$ cat src/design/strm_pkg.sv
// Package for the sparse-table range-minimum block: shared types and constants.
// No dependencies.
package strm_pkg;

  localparam int unsigned MaxElements = 1024;
  localparam int unsigned Levels      = 11;
  localparam int unsigned ValueBits   = 32;
  localparam int unsigned IdxW        = 10;
  localparam int unsigned OutValW     = 32;

  localparam logic [1:0] KindLoad   = 2'd0;
  localparam logic [1:0] KindQuery  = 2'd1;
  localparam logic [1:0] KindClear  = 2'd2;
  localparam logic [1:0] KindUnused = 2'd3;

  typedef enum logic [1:0] {
    OpLoad  = 2'd0,
    OpQuery = 2'd1,
    OpClear = 2'd2,
    OpError = 2'd3
  } op_e;

  // Classified command handed from front to back.
  typedef struct packed {
    op_e              op;
    logic [63:0]      value;
    logic [IdxW-1:0]  lo;
    logic [IdxW-1:0]  hi;
    logic [4:0]       lvl;
  } cmd_t;

endpackage

$ cat src/design/strm_front.sv
// Front end: accepts transactions, orders query bounds, checks range, picks level.
// Depends on strm_pkg; sits ahead of the command queue.
module strm_front #(
  parameter int unsigned MaxElements = strm_pkg::MaxElements,
  parameter int unsigned Levels      = strm_pkg::Levels,
  parameter int unsigned CntW        = $clog2(MaxElements + 1)
) (
  input  logic                  clk_i,
  input  logic                  rst_ni,
  input  logic                  push_i,
  output logic                  full_o,
  input  logic [1:0]            kind_i,
  input  logic [31:0]           value_i,
  input  logic [9:0]            left_i,
  input  logic [9:0]            right_i,
  output logic                  cmd_valid_o,
  output strm_pkg::cmd_t        cmd_o,
  input  logic                  cmd_full_i
);

  logic [CntW-1:0] count_q, count_d;
  logic            take;
  logic [9:0]      lo, hi, len;
  logic [4:0]      k;

  assign full_o = cmd_full_i;
  assign take   = push_i && !cmd_full_i;

  always_comb begin
    lo  = (left_i > right_i) ? right_i : left_i;
    hi  = (left_i > right_i) ? left_i : right_i;
    len = hi - lo;  // len + 1 is range length; floor_log2(len+1)
    k = 5'd0;
    for (int i = 1; i <= 10; i++) begin
      if (({1'b0, len} + 11'd1) >> i != 11'd0) k = 5'(i);
    end
    if (k > 5'(Levels - 1)) k = 5'(Levels - 1);
  end

  always_comb begin
    count_d     = count_q;
    cmd_valid_o = 1'b0;
    cmd_o       = '0;
    cmd_o.value = {32'd0, value_i};
    cmd_o.lo    = lo;
    cmd_o.hi    = hi;
    cmd_o.lvl   = k;
    if (take) begin
      case (kind_i)
        strm_pkg::KindLoad: begin
          cmd_valid_o = 1'b1;
          if (count_q >= CntW'(MaxElements)) begin
            cmd_o.op = strm_pkg::OpError;
          end else begin
            cmd_o.op = strm_pkg::OpLoad;
            cmd_o.lo = 10'(count_q);
            count_d  = count_q + CntW'(1);
          end
        end
        strm_pkg::KindQuery: begin
          cmd_valid_o = 1'b1;
          cmd_o.op = (CntW'(hi) >= count_q) ? strm_pkg::OpError : strm_pkg::OpQuery;
        end
        strm_pkg::KindClear: count_d = '0;
        default: ;
      endcase
    end
  end

  always_ff @(posedge clk_i or negedge rst_ni) begin
    if (!rst_ni) begin
      count_q <= '0;
    end else begin
      count_q <= count_d;
    end
  end

endmodule

$ cat config.mk
export PLATFORM = sky130hd
export DESIGN_NAME = strm_front
export DESIGN_NICKNAME = d
export VERILOG_FILES = /design/src/design/strm_pkg.sv /design/src/design/strm_front.sv
export SDC_FILE = /design/constraint.sdc
export NUM_CORES = 1
export LEC_CHECK = 0
export BUFFER_PORTS_ARGS = -buffer_cell sky130_fd_sc_hd__buf_4
export CAP_MARGIN = 20
export CORE_ASPECT_RATIO = 0.9
export CORE_MARGIN = 3
export CORE_UTILIZATION = 34
export CTS_BUF_LIST = sky130_fd_sc_hd__clkbuf_8
export DETAILED_ROUTE_END_ITERATION = 10
export SLEW_MARGIN = 20
export SYNTH_ARGS = -nofsm -noshare
export SYNTH_HDL_FRONTEND = slang
export SYNTH_SLANG_ARGS = --single-unit
$ cat constraint.sdc
create_clock -name clk_i -period 4.6 [get_ports clk_i]
set_clock_uncertainty 0.05 [all_clocks]
set_input_delay 0 -clock clk_i [delete_from_list [all_inputs] [get_ports clk_i]]
set_output_delay 0 -clock clk_i [all_outputs]
set_load 0.1 [all_outputs]
==> summary.md <==
| Metric | Value |
|---|---|
| Mapped Cells | `438` |
| DR vias/cell | `5.19` |
| Area share of the largest cell type after synthesis | `15.4%` |
| Crit path launch type | `input port` |
| Layout cells sized above 1 | `26.5%` |
| Most frequent cells in the layout | `buf_4, nand2_1, conb_1, dlygate4sd3_1, nor2_1` |
| CTS Buf Count | `3` |
| Logic gate share of total power | `a little over four fifths` |
| Area contributors post-synth | `buf_4, ha_1, dfrtp_1` |
| Die footprint | `about 0.011 mm2` |
| Commonest non-fill, non-tap cell in the layout | `buf_4` |
| CP arrival | `around 4400 ps` |
| WP data required | `approximately 4600 ps` |
| Syn avg cell area | `roughly 7.5 um2` |
| Worst setup path class | `input port to primary output` |
| Max FFs per register | `11` |
| Biggest register | `count_q` |
| Post-synth ARST share | `100%` |
| Final Cycle Share | `between 90% and 100%` |
| Width of the die | `109 um` |
| Setup violations, final | `0` |
| CTS max path bufs | `2` |
| Global placer's final weighted congestion | `0.913` |
| GR Util All Layers | `between 15 and 20%` |
| H-tree levels | `1` |
| ANT nets after route | `0` |
| Cell taking the most area after synthesis | `buf_4` |
| CTS tree | `done` |
| # clock sinks | `11` |
| Clk network pwr share | `7.6%` |
| CP Max Fanout | `12` |
| GRT Max-Usage Layer | `met2` |
| Global routing met2 resource utilization | `around 25%` |
| Multiplexer area fraction after synthesis | `6.35%` |
| Initial DRC count | `about 160` |
| Top_reg_cell synth | `dfrtp_1` |
| Sequential Power Share | `8.6%` |
| Via count | `around 3200` |
| EDFF count, synth | `0` |
| Crit. End Element | `primary output` |
| Inst Count DP | `572` |
| Worst-Margin Slew | `about 1000 ps` |
| Largest net degree at the start of global routing | `21` |
| Top Registers | `count_q (11)` |
| Slew Limit Fails | `0` |
| Core Footprint | `just over 0.009 mm2` |
| Vias in the first global route | `~2900` |
| Synthesized flop and latch total | `11` |
| Simple-Gate Fraction of Synth Area | `approximately 23%` |
| DPL Wire Length | `roughly 7 mm` |
| First-pass GRT wire length | `~14 mm` |
| Reg2Reg Setup Slack | `just under 2000 ps` |
| Hold_ws | `77.7 ps` |
| Clock Latency Late Sink | `~250 ps` |
| Max Clock Freq | `between 200 and 250 MHz` |
| Yosys warnings | `0` |
| Min-Delay Path Class | `input port to async pin` |
| Synth unique cells | `slightly above 80` |
| Layout Cells excl Fill | `613` |
| NetSw | `0.000859 W` |
| Initial Util | `about 35%` |
| P&R area growth vs syn | `21.4%` |
| Clk root buf | `clkbuf_8` |
| Port bufs | `53` |
| Worst slew margin | `34.7%` |
| Clk pin slew, worst setup/hold paths | `60 ps` |
| Wire length per cell | `between 10 and 15 um` |
| Number of max-cap violations | `0` |
| Pwr Density | `~330 mW/mm2` |
| Number of detailed-route iterations in the first pass | `4` |
| Met1 Usage GRT | `approximately a quarter` |
| Post-Synth XOR/XNOR Area | `~4.3%` |
| Netlist Area Pre-Place | `around 0.0033 mm2` |
| Static Leak | `1.74 nW` |
| Status | `complete, no violations` |
| Final wirelength | `~8.9 mm` |
| Worst vdd ir | `0.149 mV` |
| Switching share of power | `65.0%` |
| I/O pin count | `about 150` |
| NumNets Final | `approximately 570` |
| Gr ovfl total | `0` |
| Adder-Cell Fraction of Synth Area | `9.17%` |
| Largest family of logic cells by synthesized area | `compound AO/OA/AOI/OAI gates` |
| Crit path time final | `4420 ps` |
| Fin. Hold Viols | `0` |
| Initial antenna violation count | `0` |
| Remaining DRCs | `0` |
| Post-synthesis sequential area ratio | `about 8.4%` |
| Cell Rows | `33` |
| Die H | `99.1 um` |
| ANT cells | `0` |
| Synth Area in Compound Gates | `roughly a quarter` |
| Met3 Use GR | `1.83%` |
| Internal | `0.000462 W` |
-- final cells by class --
type / count / area (um2)
fill: 936 / 5270
multi-input combinational: 349 / 2570
timing repair buffer: 97 / 818
sequential: 11 / 275
tap: 122 / 153
inverter: 30 / 118
clock buffer: 3 / 41.3
clock inverter: 1 / 3.75
-- cell usage after synthesis (all sizes together) (6+ instances only) --
library cell / n
or3: 6
mux2i: 17
o211a: 6
dfrtp: 11
ha: 24
o21a: 7
nand4: 8
and2: 8
o21ai: 30
nor3: 13
nor2b: 9
xnor2: 12
nor2: 31
inv: 30
a21oi: 19
nand2: 44
a21o: 9
nand3: 9
buf: 75
-- cells by family (layout without fill, tap and decap cells) --
kind of cell	after synthesis	in the layout
compound gates	112	112
xor+xnor	14	14
fa+ha+maj	24	24
buf+inv	110	131
flops	11	11
mux	19	19
other cells	1	33
simple gates	147	147
-- path summary, 6_finish.rpt --
check                              end  depth (start not counted)        start
min reg2reg                count_q[10]                          2   count_q[9]
min                         count_q[9]                          2       rst_ni
min in group clk_i          count_q[8]                          4    kind_i[0]
max in group asynchronous   count_q[1]                          2       rst_ni
max                           cmd_o[0]                         17   right_i[5]
max reg2reg                 count_q[7]                          7  count_q[10]
-- routing by layer --
| metal | up-vias | wire [um] |
|---|---|---|
| met3 | 6 | 706 |
| met4 | 0 | 43 |
| li1 | 1567 | - |
| met1 | 1466 | 4200 |
| met2 | 143 | 3950 |
| met5 | - | 0 |
-- stage by stage --
stage	power, W	utilization, %	worst slack [ps]	instance area (um2)	setup TNS [ps]
final	0.00132	43.0	181	3980	0
after global routing	0.00139	43.0	-83.2	3980	-83.2
after CTS	0.00130	42.1	139	3890	0
after detailed placement	0.00106	38.0	167	3510	0
after global placement	0.00106	38.0	236	3510	0
after floorplan	0.00105	-	-937	3530	-937
-- timing repair --
item                       in CTS  in global routing
buffers inserted                0                  4
gates resized for setup         0                 13
hold buffers                   33                  0
setup endpoints to repair       0                  2
hold endpoints to repair       43                  0
-- critical path, stage by stage --
cell and delay [ps]:
buf_4 110, inv_1 130, ha_2 360, nand4_2 140, nor3_2 70, a2111oi_4 550, a21o_1 260, buf_4 250
mux2_4 370, or3_1 360, a21oi_2 220, o211ai_2 160, nor3_1 330, a21boi_1 110, or4b_1 470, o211a_1 230
buf_4 230
-- power groups by stage --
stage	Sequential (W)	Clock, W	Combinational, W
6_report	0.000114	0.000100	0.00111
5_1_grt	0.000115	0.000106	0.00117
3_3_place_gp	0.000115	0	0.000943
2_1_floorplan	0.000112	0	0.000936
3_5_place_dp	0.000116	0	0.000945
4_1_cts	0.000114	0.000102	0.00108
Note: power is estimated with default switching activity, not from simulation.
