<file path="src/design/strm_pkg.sv">
// Package for the sparse-table range-minimum block: shared types and constants.
// No dependencies.
package strm_pkg;

  localparam int unsigned MaxElements = 1024;
  localparam int unsigned Levels      = 11;
  localparam int unsigned ValueBits   = 32;
  localparam int unsigned IdxW        = 10;
  localparam int unsigned OutValW     = 32;

  localparam logic [1:0] KindLoad   = 2'd0;
  localparam logic [1:0] KindQuery  = 2'd1;
  localparam logic [1:0] KindClear  = 2'd2;
  localparam logic [1:0] KindUnused = 2'd3;

  typedef enum logic [1:0] {
    OpLoad  = 2'd0,
    OpQuery = 2'd1,
    OpClear = 2'd2,
    OpError = 2'd3
  } op_e;

  // Classified command handed from front to back.
  typedef struct packed {
    op_e              op;
    logic [63:0]      value;
    logic [IdxW-1:0]  lo;
    logic [IdxW-1:0]  hi;
    logic [4:0]       lvl;
  } cmd_t;

endpackage

</file>
<file path="src/design/strm_queue.sv">
// Short command queue between front and back ends.
// Depends on strm_pkg.
module strm_queue #(
  parameter int unsigned Depth = 2
) (
  input  logic           clk_i,
  input  logic           rst_ni,
  input  logic           wr_i,
  input  strm_pkg::cmd_t wdata_i,
  output logic           full_o,
  input  logic           rd_i,
  output logic           empty_o,
  output strm_pkg::cmd_t rdata_o
);

  localparam int unsigned PtrW = (Depth > 1) ? $clog2(Depth) : 1;

  strm_pkg::cmd_t  mem_q [Depth];
  logic [PtrW-1:0] wp_q, rp_q;
  logic [PtrW:0]   cnt_q;

  assign full_o  = (cnt_q == (PtrW+1)'(Depth));
  assign empty_o = (cnt_q == '0);
  assign rdata_o = mem_q[rp_q];

  always_ff @(posedge clk_i) begin
    if (wr_i && !full_o) mem_q[wp_q] <= wdata_i;
  end

  always_ff @(posedge clk_i or negedge rst_ni) begin
    if (!rst_ni) begin
      wp_q  <= '0;
      rp_q  <= '0;
      cnt_q <= '0;
    end else begin
      if (wr_i && !full_o) wp_q <= (wp_q == PtrW'(Depth - 1)) ? '0 : wp_q + PtrW'(1);
      if (rd_i && !empty_o) rp_q <= (rp_q == PtrW'(Depth - 1)) ? '0 : rp_q + PtrW'(1);
      cnt_q <= cnt_q + (PtrW+1)'(wr_i && !full_o) - (PtrW+1)'(rd_i && !empty_o);
    end
  end

endmodule

</file>
<file path="config.mk">
export PLATFORM = sky130hd
export DESIGN_NAME = strm_queue
export DESIGN_NICKNAME = d
export VERILOG_FILES = /design/src/design/strm_pkg.sv /design/src/design/strm_queue.sv
export SDC_FILE = /design/constraint.sdc
export NUM_CORES = 1
export LEC_CHECK = 0
export BUFFER_PORTS_ARGS = -buffer_cell sky130_fd_sc_hd__buf_2
export CAP_MARGIN = 20
export CORE_UTILIZATION = 55
export DETAILED_ROUTE_END_ITERATION = 8
export GPL_ROUTABILITY_DRIVEN = 0
export PLACE_DENSITY = 0.82
export SYNTH_ARGS = -nofsm -noshare
export SYNTH_HDL_FRONTEND = slang
export SYNTH_SLANG_ARGS = --single-unit
</file>
<file path="constraint.sdc">
create_clock -name clk_i -period 9 [get_ports clk_i]
set_clock_uncertainty 0.05 [all_clocks]
set_input_delay 1.8 -clock clk_i [delete_from_list [all_inputs] [get_ports clk_i]]
set_output_delay 1.8 -clock clk_i [all_outputs]
set_load 0.1 [all_outputs]
</file>
==> results of run 1 <==
[critical path, cell delays in order, from the launching register on]
cell     delay [ps]
dfrtp_4         870
buf_4           830
mux2_4          310
buf_2           420
[layout make-up]
cell class | instances | area [sq um]
Clock buffer | 19 | 432.9
Fill cell | 847 | 3928
Multi-Input combinational cell | 103 | 1428
Timing Repair Buffer | 191 | 965.9
Tap cell | 172 | 215.2
Sequential cell | 186 | 5569
Inverter | 2 | 7.507
Clock inverter | 13 | 125.1
[state kept, by name, summed over array words and instances (netlist names)]
name,count
rp_q,1
cnt_q,2
wp_q,1
mem_q,182
[placed cells by master (no fill, tap or decap), drive strengths merged]
cell	count
nand2	1
edfxtp	182
nor2	2
mux2	91
nor2b	1
inv	4
nand2b	1
clkinv	6
ha	2
xor2	1
dfrtp	4
and3	1
xnor2	3
clkbuf	19
bufinv	2
clkinvlp	3
buf	191
[synth_stat cells]
cell type,count,area share (%)
nor2_1,2,0.10
mux2_4,80,17
inv_1,2,0.10
xor2_1,1,0.12
and3_1,1,0.087
edfxtp_1,182,76
ha_1,2,0.35
nor2b_1,1,0.087
buf_12,8,2.2
dfrtp_1,4,1.4
mux2_2,11,1.7
nand2_1,1,0.052
xnor2_1,3,0.37
buf_2,1,0.070
nand2b_1,1,0.087
buf_6,1,0.16
[worst max-delay path by stage]
stage,endpoint,slack (ps),cells past startpoint
2_1_floorplan,mem_q[0][0],2720,2
3_3_place_gp,rdata_o[24],4680,3
3_5_place_dp,rdata_o[23],4660,3
4_1_cts,rdata_o[23],4180,3
5_1_grt,rdata_o[77],4070,3
6_report,rdata_o[23],4220,3
[cells by family after synthesis]
logic type / count (synthesis)
mux: 91
fa+ha+maj: 2
xor+xnor: 4
buf+inv: 12
flops: 186
simple gates: 6
[stage by stage]
stage | util [%] | instance area (sq um)
after floorplan | - | 7164
after global placement | 64.60 | 8185
after detailed placement | 64.60 | 8185
after CTS | 69.00 | 8743
after global routing | 69.00 | 8743
final | 69.00 | 8743
[routing by layer]
metal,track usage (%),part of all wire [%],vias up
li1,-,-,1592
met1,19.65,39,1697
met2,29.88,51,138
met3,7.888,8.5,17
met4,8.291,1.6,0
met5,0,0,-
==> run_results.csv, run 1 <==
group,metric,value,unit
synthesis,seq_area_frac_synth,77.68,%
timing,whs,449.7,ps
setup_path,critPathCaptureType,"primary output",
floorplanning,die_width,116.1,um
setup_path,start_kind,"flop",
synthesis,synth_top_family_by_area,"multiplexers",
timing,hold_violations,0,
worst_hold_path,min-delay-start,"cnt_q[1]",
place,dp_cells,654,
route,via_count,3444,
route,avgRoutedWirePerCell,16.87,um
timing,layout_setup_ws,4222,ps
clock_network,cts_setup_buffers,0,
clock_network,htree_levels,4,
route,route.detailed.drc,0,
floorplanning,coreArea,12670,sq um
synthesis,synthDistinctLibCells,16,
clock_network,cts_buffers,17,
synthesis,synth-adder-area-share,0.3493,%
timing,setup_tns,0,ps
worst_hold_path,min_path_type,"flop to flop",
floorplanning,io_pins,188,
job,maxCapViolCount,0,
route,drt_first_pass_iters,4,
synthesis,synth_area,7164,sq um
timing,relSlewSlack,36.24,%
clock_network,clockBufferDepth,2,
final_layout,finalNonFillerCells,686,
floorplanning,rows,41,
timing,rsz0062_at_grt,"no",
synthesis,syn_nets,398,
worst_hold_path,hold_depth,1,
route,drt-vias-per-instance,5.020,
place,io_buffer_count,187,
clock_network,cts_tree,"yes",
floorplanning,start_util,56.54,%
place,detailed_place_hpwl,7869,um
setup_path,critPathLaunch,"rp_q",
final_layout,finalNetCount,598,
setup_path,r2r-end,"mem_q[1][50]",
setup_path,rr_startpoint,"cnt_q[1]",
final_layout,num_antenna_cells,0,
timing,tightest_slew,956.4,ps
timing,final-setup-viol-count,0,
timing,drv_slew,0,
floorplanning,design.die.area,13490,sq um
synthesis,synth_compound_area_share,0,%
floorplanning,die_h,116.1,um
final_layout,drive_above_1_share,60.51,%
setup_path,reg2reg_slack,6770,ps
synthesis,postSynthCellCount,301,
synthesis,synthXorXnorAreaFrac,0.4890,%
timing,period_needed,4779,ps
timing,period_share,53.09,%
clock_network,clock_sinks,186,
synthesis,synth.area.mux_share,18.49,%
clock_network,path_clk_slew,60,ps
global_route,grt_pass1_vias,3450,
place,dp_slack,4662,ps
final_layout,areaGrowthSynthToFinish,22.04,%
setup_path,worst-endpoint-arrival,2930,ps
route,ant_nets,0,
synthesis,synth_seq_cells,186,
clock_network,ctsHoldBuffers,0,
outcome,status,"complete, no violations",
synthesis,yosysWarningCount,0,
clock_network,cts-root-buf,"clkbuf_16",
setup_path,path_class,"flop to primary output",
timing,fmax,209.3,MHz
worst_hold_path,min_delay_worst_endpoint,"cnt_q[1]",
global_route,grt_pass1_wl,16970,um
global_route,grtUsageTotal,17.86,%
setup_path,reg2reg_depth,3,
global_route,grt_max_degree,54,
route,wl,11570,um
setup_path,critical_path_required,7150,ps
synthesis,syn_avg_cell_area,23.80,sq um
global_route,grt.overflow.total,0,
clock_network,cts.repair.resized,0,
synthesis,yosys.area_share.simple,0.4191,%
setup_path,cp_max_fo,53,
route,drt_iter0_markers,142,
clock_network,insertion_delay,430,ps
global_route,antenna_found_initial,0,
Power of run 1 is left out: the tool's default activity adds up to more than one toggle a clock period on the data nets, which glitch-free logic cannot reach.
==> inputs of run 2 (changes only) <==
--- a/config.mk
+++ b/config.mk
@@ -7,10 +7,10 @@
 export LEC_CHECK = 0
 export BUFFER_PORTS_ARGS = -buffer_cell sky130_fd_sc_hd__buf_2
 export CAP_MARGIN = 20
-export CORE_UTILIZATION = 55
+export CORE_UTILIZATION = 47
 export DETAILED_ROUTE_END_ITERATION = 8
 export GPL_ROUTABILITY_DRIVEN = 0
-export PLACE_DENSITY = 0.82
+export PLACE_DENSITY = 0.74
 export SYNTH_ARGS = -nofsm -noshare
 export SYNTH_HDL_FRONTEND = slang
 export SYNTH_SLANG_ARGS = --single-unit
==> constraint.sdc (replaced) <==
create_clock -name clk_i -period 4.2 [get_ports clk_i]
set_clock_uncertainty 0.05 [all_clocks]
set_input_delay 0.84 -clock clk_i [delete_from_list [all_inputs] [get_ports clk_i]]
set_output_delay 0.84 -clock clk_i [all_outputs]
set_load 0.1 [all_outputs]
==> run_results.csv, run 2 (synthesis gave the netlist of run 1 again) <==
group,metric,value,unit
global_route,grtUsageTotal,15.39,%
clock_network,clock_sinks,186,
final_layout,mostFrequentLayoutCell,"buf_2",
clock_network,insertion_delay,410,ps
timing,period_needed,3184,ps
outcome,status,"complete, but fails checks",
clock_network,clockBufferDepth,2,
timing,fmax,314.1,MHz
global_route,grt.overflow.total,0,
final_layout,regMostFlops,"mem_q",
floorplanning,die_width,125.5,um
clock_network,cts_setup_buffers,0,
outcome,violations,"DRC",
place,dp_slack,1433,ps
setup_path,cp_max_fo,25,
setup_path,rr_startpoint,"cnt_q[0]",
final_layout,num_antenna_cells,0,
setup_path,reg2reg_slack,2020,ps
timing,tightest_slew,874.0,ps
setup_path,critical_path_required,3310,ps
final_layout,regArea,5569,sq um
route,route.detailed.drc,11,
clock_network,path_clk_slew,70,ps
global_route,antenna_found_initial,0,
final_layout,finalNetCount,600,
setup_path,path_class,"flop to primary output",
timing,relSlewSlack,41.74,%
route,ant_nets,0,
clock_network,htree_levels,4,
timing,hold_violations,0,
final_layout,nFillCells,1057,
clock_network,ctsHoldBuffers,0,
setup_path,critPathCaptureType,"primary output",
place,io_buffer_count,187,
job,maxCapViolCount,0,
clock_network,cts-root-buf,"clkbuf_16",
route,drt-vias-per-instance,4.831,
worst_hold_path,min_path_type,"primary input to asynchronous set/reset pin",
place,detailed_place_hpwl,7823,um
timing,setup_tns,0,ps
global_route,grt_max_degree,62,
final_layout,reg_top3,"mem_q x182, cnt_q x2",
floorplanning,design.die.area,15740,sq um
setup_path,start_kind,"flop",
floorplanning,io_pins,188,
floorplanning,die_h,125.5,um
floorplanning,coreArea,14700,sq um
route,wl,11710,um
final_layout,drive_above_1_share,61.63,%
setup_path,reg2reg_depth,4,
clock_network,cts_buffers,17,
floorplanning,rows,44,
final_layout,multi_input_area,1428,sq um
global_route,grt_pass1_wl,17920,um
timing,rsz0062_at_grt,"no",
route,drt_first_pass_iters,6,
clock_network,cts_tree,"yes",
setup_path,r2r-end,"mem_q[0][24]",
setup_path,worst-endpoint-arrival,2290,ps
clock_network,cts.repair.resized,0,
timing,drv_slew,0,
route,drt_iter0_markers,160,
final_layout,final_cell_mix,"187 x buf_2, 182 x edfxtp_1, 80 x mux2_4",
timing,period_share,75.81,%
floorplanning,start_util,48.74,%
timing,final-setup-viol-count,0,
route,avgRoutedWirePerCell,16.72,um
final_layout,areaGrowthSynthToFinish,23.70,%
route,via_count,3382,
timing,layout_setup_ws,1016,ps
final_layout,largest_reg_flops,182,
global_route,grt_pass1_vias,3497,
-- run 2: cell count changes in the layout (fill, tap and decap cells not counted), sizes merged --
| cell | previous run | this run |
|---|---|---|
| clkbuf | 19 | 17 |
| buf | 191 | 193 |
| bufinv | 2 | 4 |
| inv | 4 | 5 |
| clkinv | 6 | 5 |
-- run 2: cell type report --
class / count / area share (%)
Clock buffer: 17 / 4.800
Multi-Input combinational cell: 103 / 16.11
Timing Repair Buffer: 193 / 11.35
Inverter: 2 / 0.08471
Clock inverter: 15 / 2.217
Tap cell: 184 / 2.598
Sequential cell: 186 / 62.84
-- run 2: worst max-delay path by stage --
stage	from	to	slack (ps)
2_1_floorplan	wr_i	mem_q[0][0]	410
3_3_place_gp	rp_q	rdata_o[59]	1470
3_5_place_dp	rp_q	rdata_o[84]	1430
4_1_cts	rp_q	rdata_o[59]	980
5_1_grt	rp_q	rdata_o[34]	920
6_report	rp_q	rdata_o[84]	1020
-- run 2: per-layer routing --
| layer | track usage (%) | routed length (um) | up-vias |
|---|---|---|---|
| met4 | 6.026 | 127 | 0 |
| li1 | - | - | 1593 |
| met3 | 5.392 | 833 | 12 |
| met5 | 0 | 0 | - |
| met2 | 26.86 | 6181 | 113 |
| met1 | 17.23 | 4564 | 1664 |
-- run 2: metrics by stage --
step	hold slack [ps]	std cells	instance area, sq um	utilization [%]
6_report	173.5	700	8862	60.29
5_1_grt	151.7	700	8862	60.29
4_1_cts	150.0	700	8862	60.29
3_5_place_dp	446.5	668	8240	56.06
3_3_place_gp	438.3	668	8240	56.06
2_1_floorplan	418.1	301	7167	-
-- run 2: worst max-delay path: stages, from the launching register on --
cell and delay [ps]:
dfrtp_4 730, buf_4 480, mux2_4 240, buf_2 410
Power of run 2 is left out for the same reason.
==> inputs of run 3 (changes only) <==
--- a/config.mk
+++ b/config.mk
@@ -5,12 +5,13 @@
 export SDC_FILE = /design/constraint.sdc
 export NUM_CORES = 1
 export LEC_CHECK = 0
+export ABC_AREA = 1
 export BUFFER_PORTS_ARGS = -buffer_cell sky130_fd_sc_hd__buf_2
 export CAP_MARGIN = 20
 export CORE_UTILIZATION = 47
 export DETAILED_ROUTE_END_ITERATION = 8
 export GPL_ROUTABILITY_DRIVEN = 0
-export PLACE_DENSITY = 0.74
+export PLACE_DENSITY = 0.75
 export SYNTH_ARGS = -nofsm -noshare
 export SYNTH_HDL_FRONTEND = slang
 export SYNTH_SLANG_ARGS = --single-unit
==> constraint.sdc (replaced) <==
create_clock -name clk_i -period 2.7 [get_ports clk_i]
set_clock_uncertainty 0.05 [all_clocks]
set_input_delay 0.54 -clock clk_i [delete_from_list [all_inputs] [get_ports clk_i]]
set_output_delay 0.54 -clock clk_i [all_outputs]
set_load 0.1 [all_outputs]
==> run_results.csv, run 3 <==
group,metric,value,unit
route,drt_first_pass_iters,4,
place,placed_area,9361,sq um
clock_network,cts-root-buf,"clkbuf_16",
timing,hold_violations,0,
setup_path,critical_path.top_delay_family,"buffers and inverters",
worst_hold_path,min_path_type,"primary input to flop",
clock_network,insertion_delay,420,ps
synthesis,synth_edf_count,182,
route,via_count,4351,
outcome,status,"complete, no violations",
setup_path,crit_chain,"inv_2 -> buf_12 -> nand2_1 -> nand2_1 -> buf_12",
timing,setup_tns,0,ps
setup_path,max_stage_delay,490,ps
route,highest_layer,"met4",
timing,rsz0062_at_grt,"no",
final_layout,largest_reg_flops,182,
synthesis,synth_top_area_share,79.55,%
final_layout,areaGrowthSynthToFinish,44.55,%
route,wl,14070,um
synthesis,seq_area_frac_synth,81.01,%
setup_path,cp_max_fo,90,
route,avgRoutedWirePerCell,15.72,um
setup_path,critPathCaptureType,"primary output",
clock_network,clock_sinks,186,
final_layout,final_cell_area,9931,sq um
route,drt-vias-per-instance,4.861,
floorplanning,rows,43,
timing,relSlewSlack,53.45,%
floorplanning,start_util,48.74,%
route,drt-met1-wl,5481,um
final_layout,regMostFlops,"mem_q",
route,route.detailed.drc,0,
place,io_buffer_count,187,
setup_path,path_class,"flop to primary output",
clock_network,clockBufferDepth,2,
global_route,grtUsageTotal,19.97,%
final_layout,reg_top3,"mem_q x182, cnt_q x2",
floorplanning,design.die.area,15110,sq um
clock_network,cts_tree,"yes",
clock_network,path_clk_slew,60,ps
timing,period_needed,2452,ps
clock_network,cts_setup_buffers,0,
route,dr_wl_met2,7216,um
setup_path,critical_path_required,2110,ps
synthesis,synth_area,6870,sq um
clock_network,htree_levels,4,
final_layout,final_cell_mix,"286 x nand2_1, 182 x edfxtp_1, 96 x buf_2",
timing,tightest_slew,698.3,ps
timing,fmax,407.8,MHz
final_layout,finalNetCount,799,
setup_path,start_kind,"flop",
synthesis,synth_seq_cells,186,
final_layout,mostFrequentLayoutCell,"nand2_1",
synthesis,synthArstFlopShare,2.151,%
setup_path,path_buf_inv,3,
route,routed-wl-met3,1053,um
synthesis,yosysWarningCount,0,
setup_path,worst-endpoint-arrival,1860,ps
global_route,grt_pass1_wl,21790,um
global_route,grt_pass1_vias,4465,
synthesis,synth_area_leaders,"edfxtp_1 80%, nand2_1 16%, buf_4 1.7%",
synthesis,postSynthCellCount,509,
synthesis,synthDistinctLibCells,11,
final_layout,drive_above_1_share,31.33,%
global_route,grt.overflow.total,0,
place,detailed_place_hpwl,9142,um
floorplanning,coreArea,14100,sq um
global_route,grt_max_degree,93,
synthesis,ys.flop_type,"edfxtp_1",
route,drt_iter0_markers,320,
final_layout,nFillCells,893,
floorplanning,die_h,122.9,um
global_route,antenna_found_initial,0,
floorplanning,die_width,122.9,um
timing,drv_slew,0,
setup_path,critPathSlowestCell,"dfrtp_4",
synthesis,synth_common_cells,"286 x nand2_1, 182 x edfxtp_1, 16 x buf_4, 10 x inv_1, 4 x dfrtp_1",
clock_network,cts_buffers,17,
synthesis,syn_nets,606,
timing,final-setup-viol-count,0,
timing,period_share,90.82,%
synthesis,synth.largest_area_cell,"edfxtp_1",
synthesis,syn_avg_cell_area,13.50,sq um
job,maxCapViolCount,0,
synthesis,synth_most_common_cell,"nand2_1",
floorplanning,io_pins,188,
route,ant_nets,0,
final_layout,num_antenna_cells,0,
[run 3: logic make-up (layout without fill, tap and decap cells)]
group,after synthesis,count (layout),share of synthesized area (%)
flops,186,186,81.01
simple gates,290,290,15.90
buf+inv,31,237,2.732
fa+ha+maj,2,2,0.3642
[run 3: layer usage]
metal	track usage (%)	vias to the layer above
li1	-	2091
met1	23.70	2065
met2	33.01	168
met3	7.057	27
met4	8.537	0
met5	0	-
[run 3: final cells by class]
class	instances	area (sq um)	share of cell area [%]
timing repair buffer	194	2407	24.24
inverter	11	45.04	0.4536
sequential	186	5569	56.08
multi-input combinational	292	1125	11.33
tap	180	225.2	2.268
clock buffer	18	429.2	4.322
clock inverter	14	130.1	1.310
[run 3: repair_timing]
item	in CTS	in global routing
hold buffers	1	0
endpoints found under the hold margin	4	0
resized for setup	0	0
[run 3: worst paths after layout]
| path | startpoint | end | slack (ps) | cells past startpoint |
|---|---|---|---|---|
| min | wdata_i[49] | mem_q[1][49] | 250 | 1 |
| max | rp_q | rdata_o[54] | 250 | 5 |
| max in group asynchronous | rst_ni | rp_q | 2010 | 2 |
| min reg2reg | wp_q | wp_q | 440 | 2 |
| max reg2reg | cnt_q[0] | mem_q[1][42] | 890 | 5 |
| min in group asynchronous | rst_ni | wp_q | 440 | 2 |
[run 3: per-stage QoR]
stage	hold WS [ps]	setup WS, ps	std cells	utilization, %
2_1_floorplan	194.4	234.0	509	-
3_3_place_gp	304.0	735.0	862	66.41
3_5_place_dp	309.7	716.3	862	66.41
4_1_cts	235.8	246.5	895	70.45
5_1_grt	231.6	143.7	895	70.45
6_report	252.8	247.9	895	70.45
Power of run 3 is left out for the same reason.
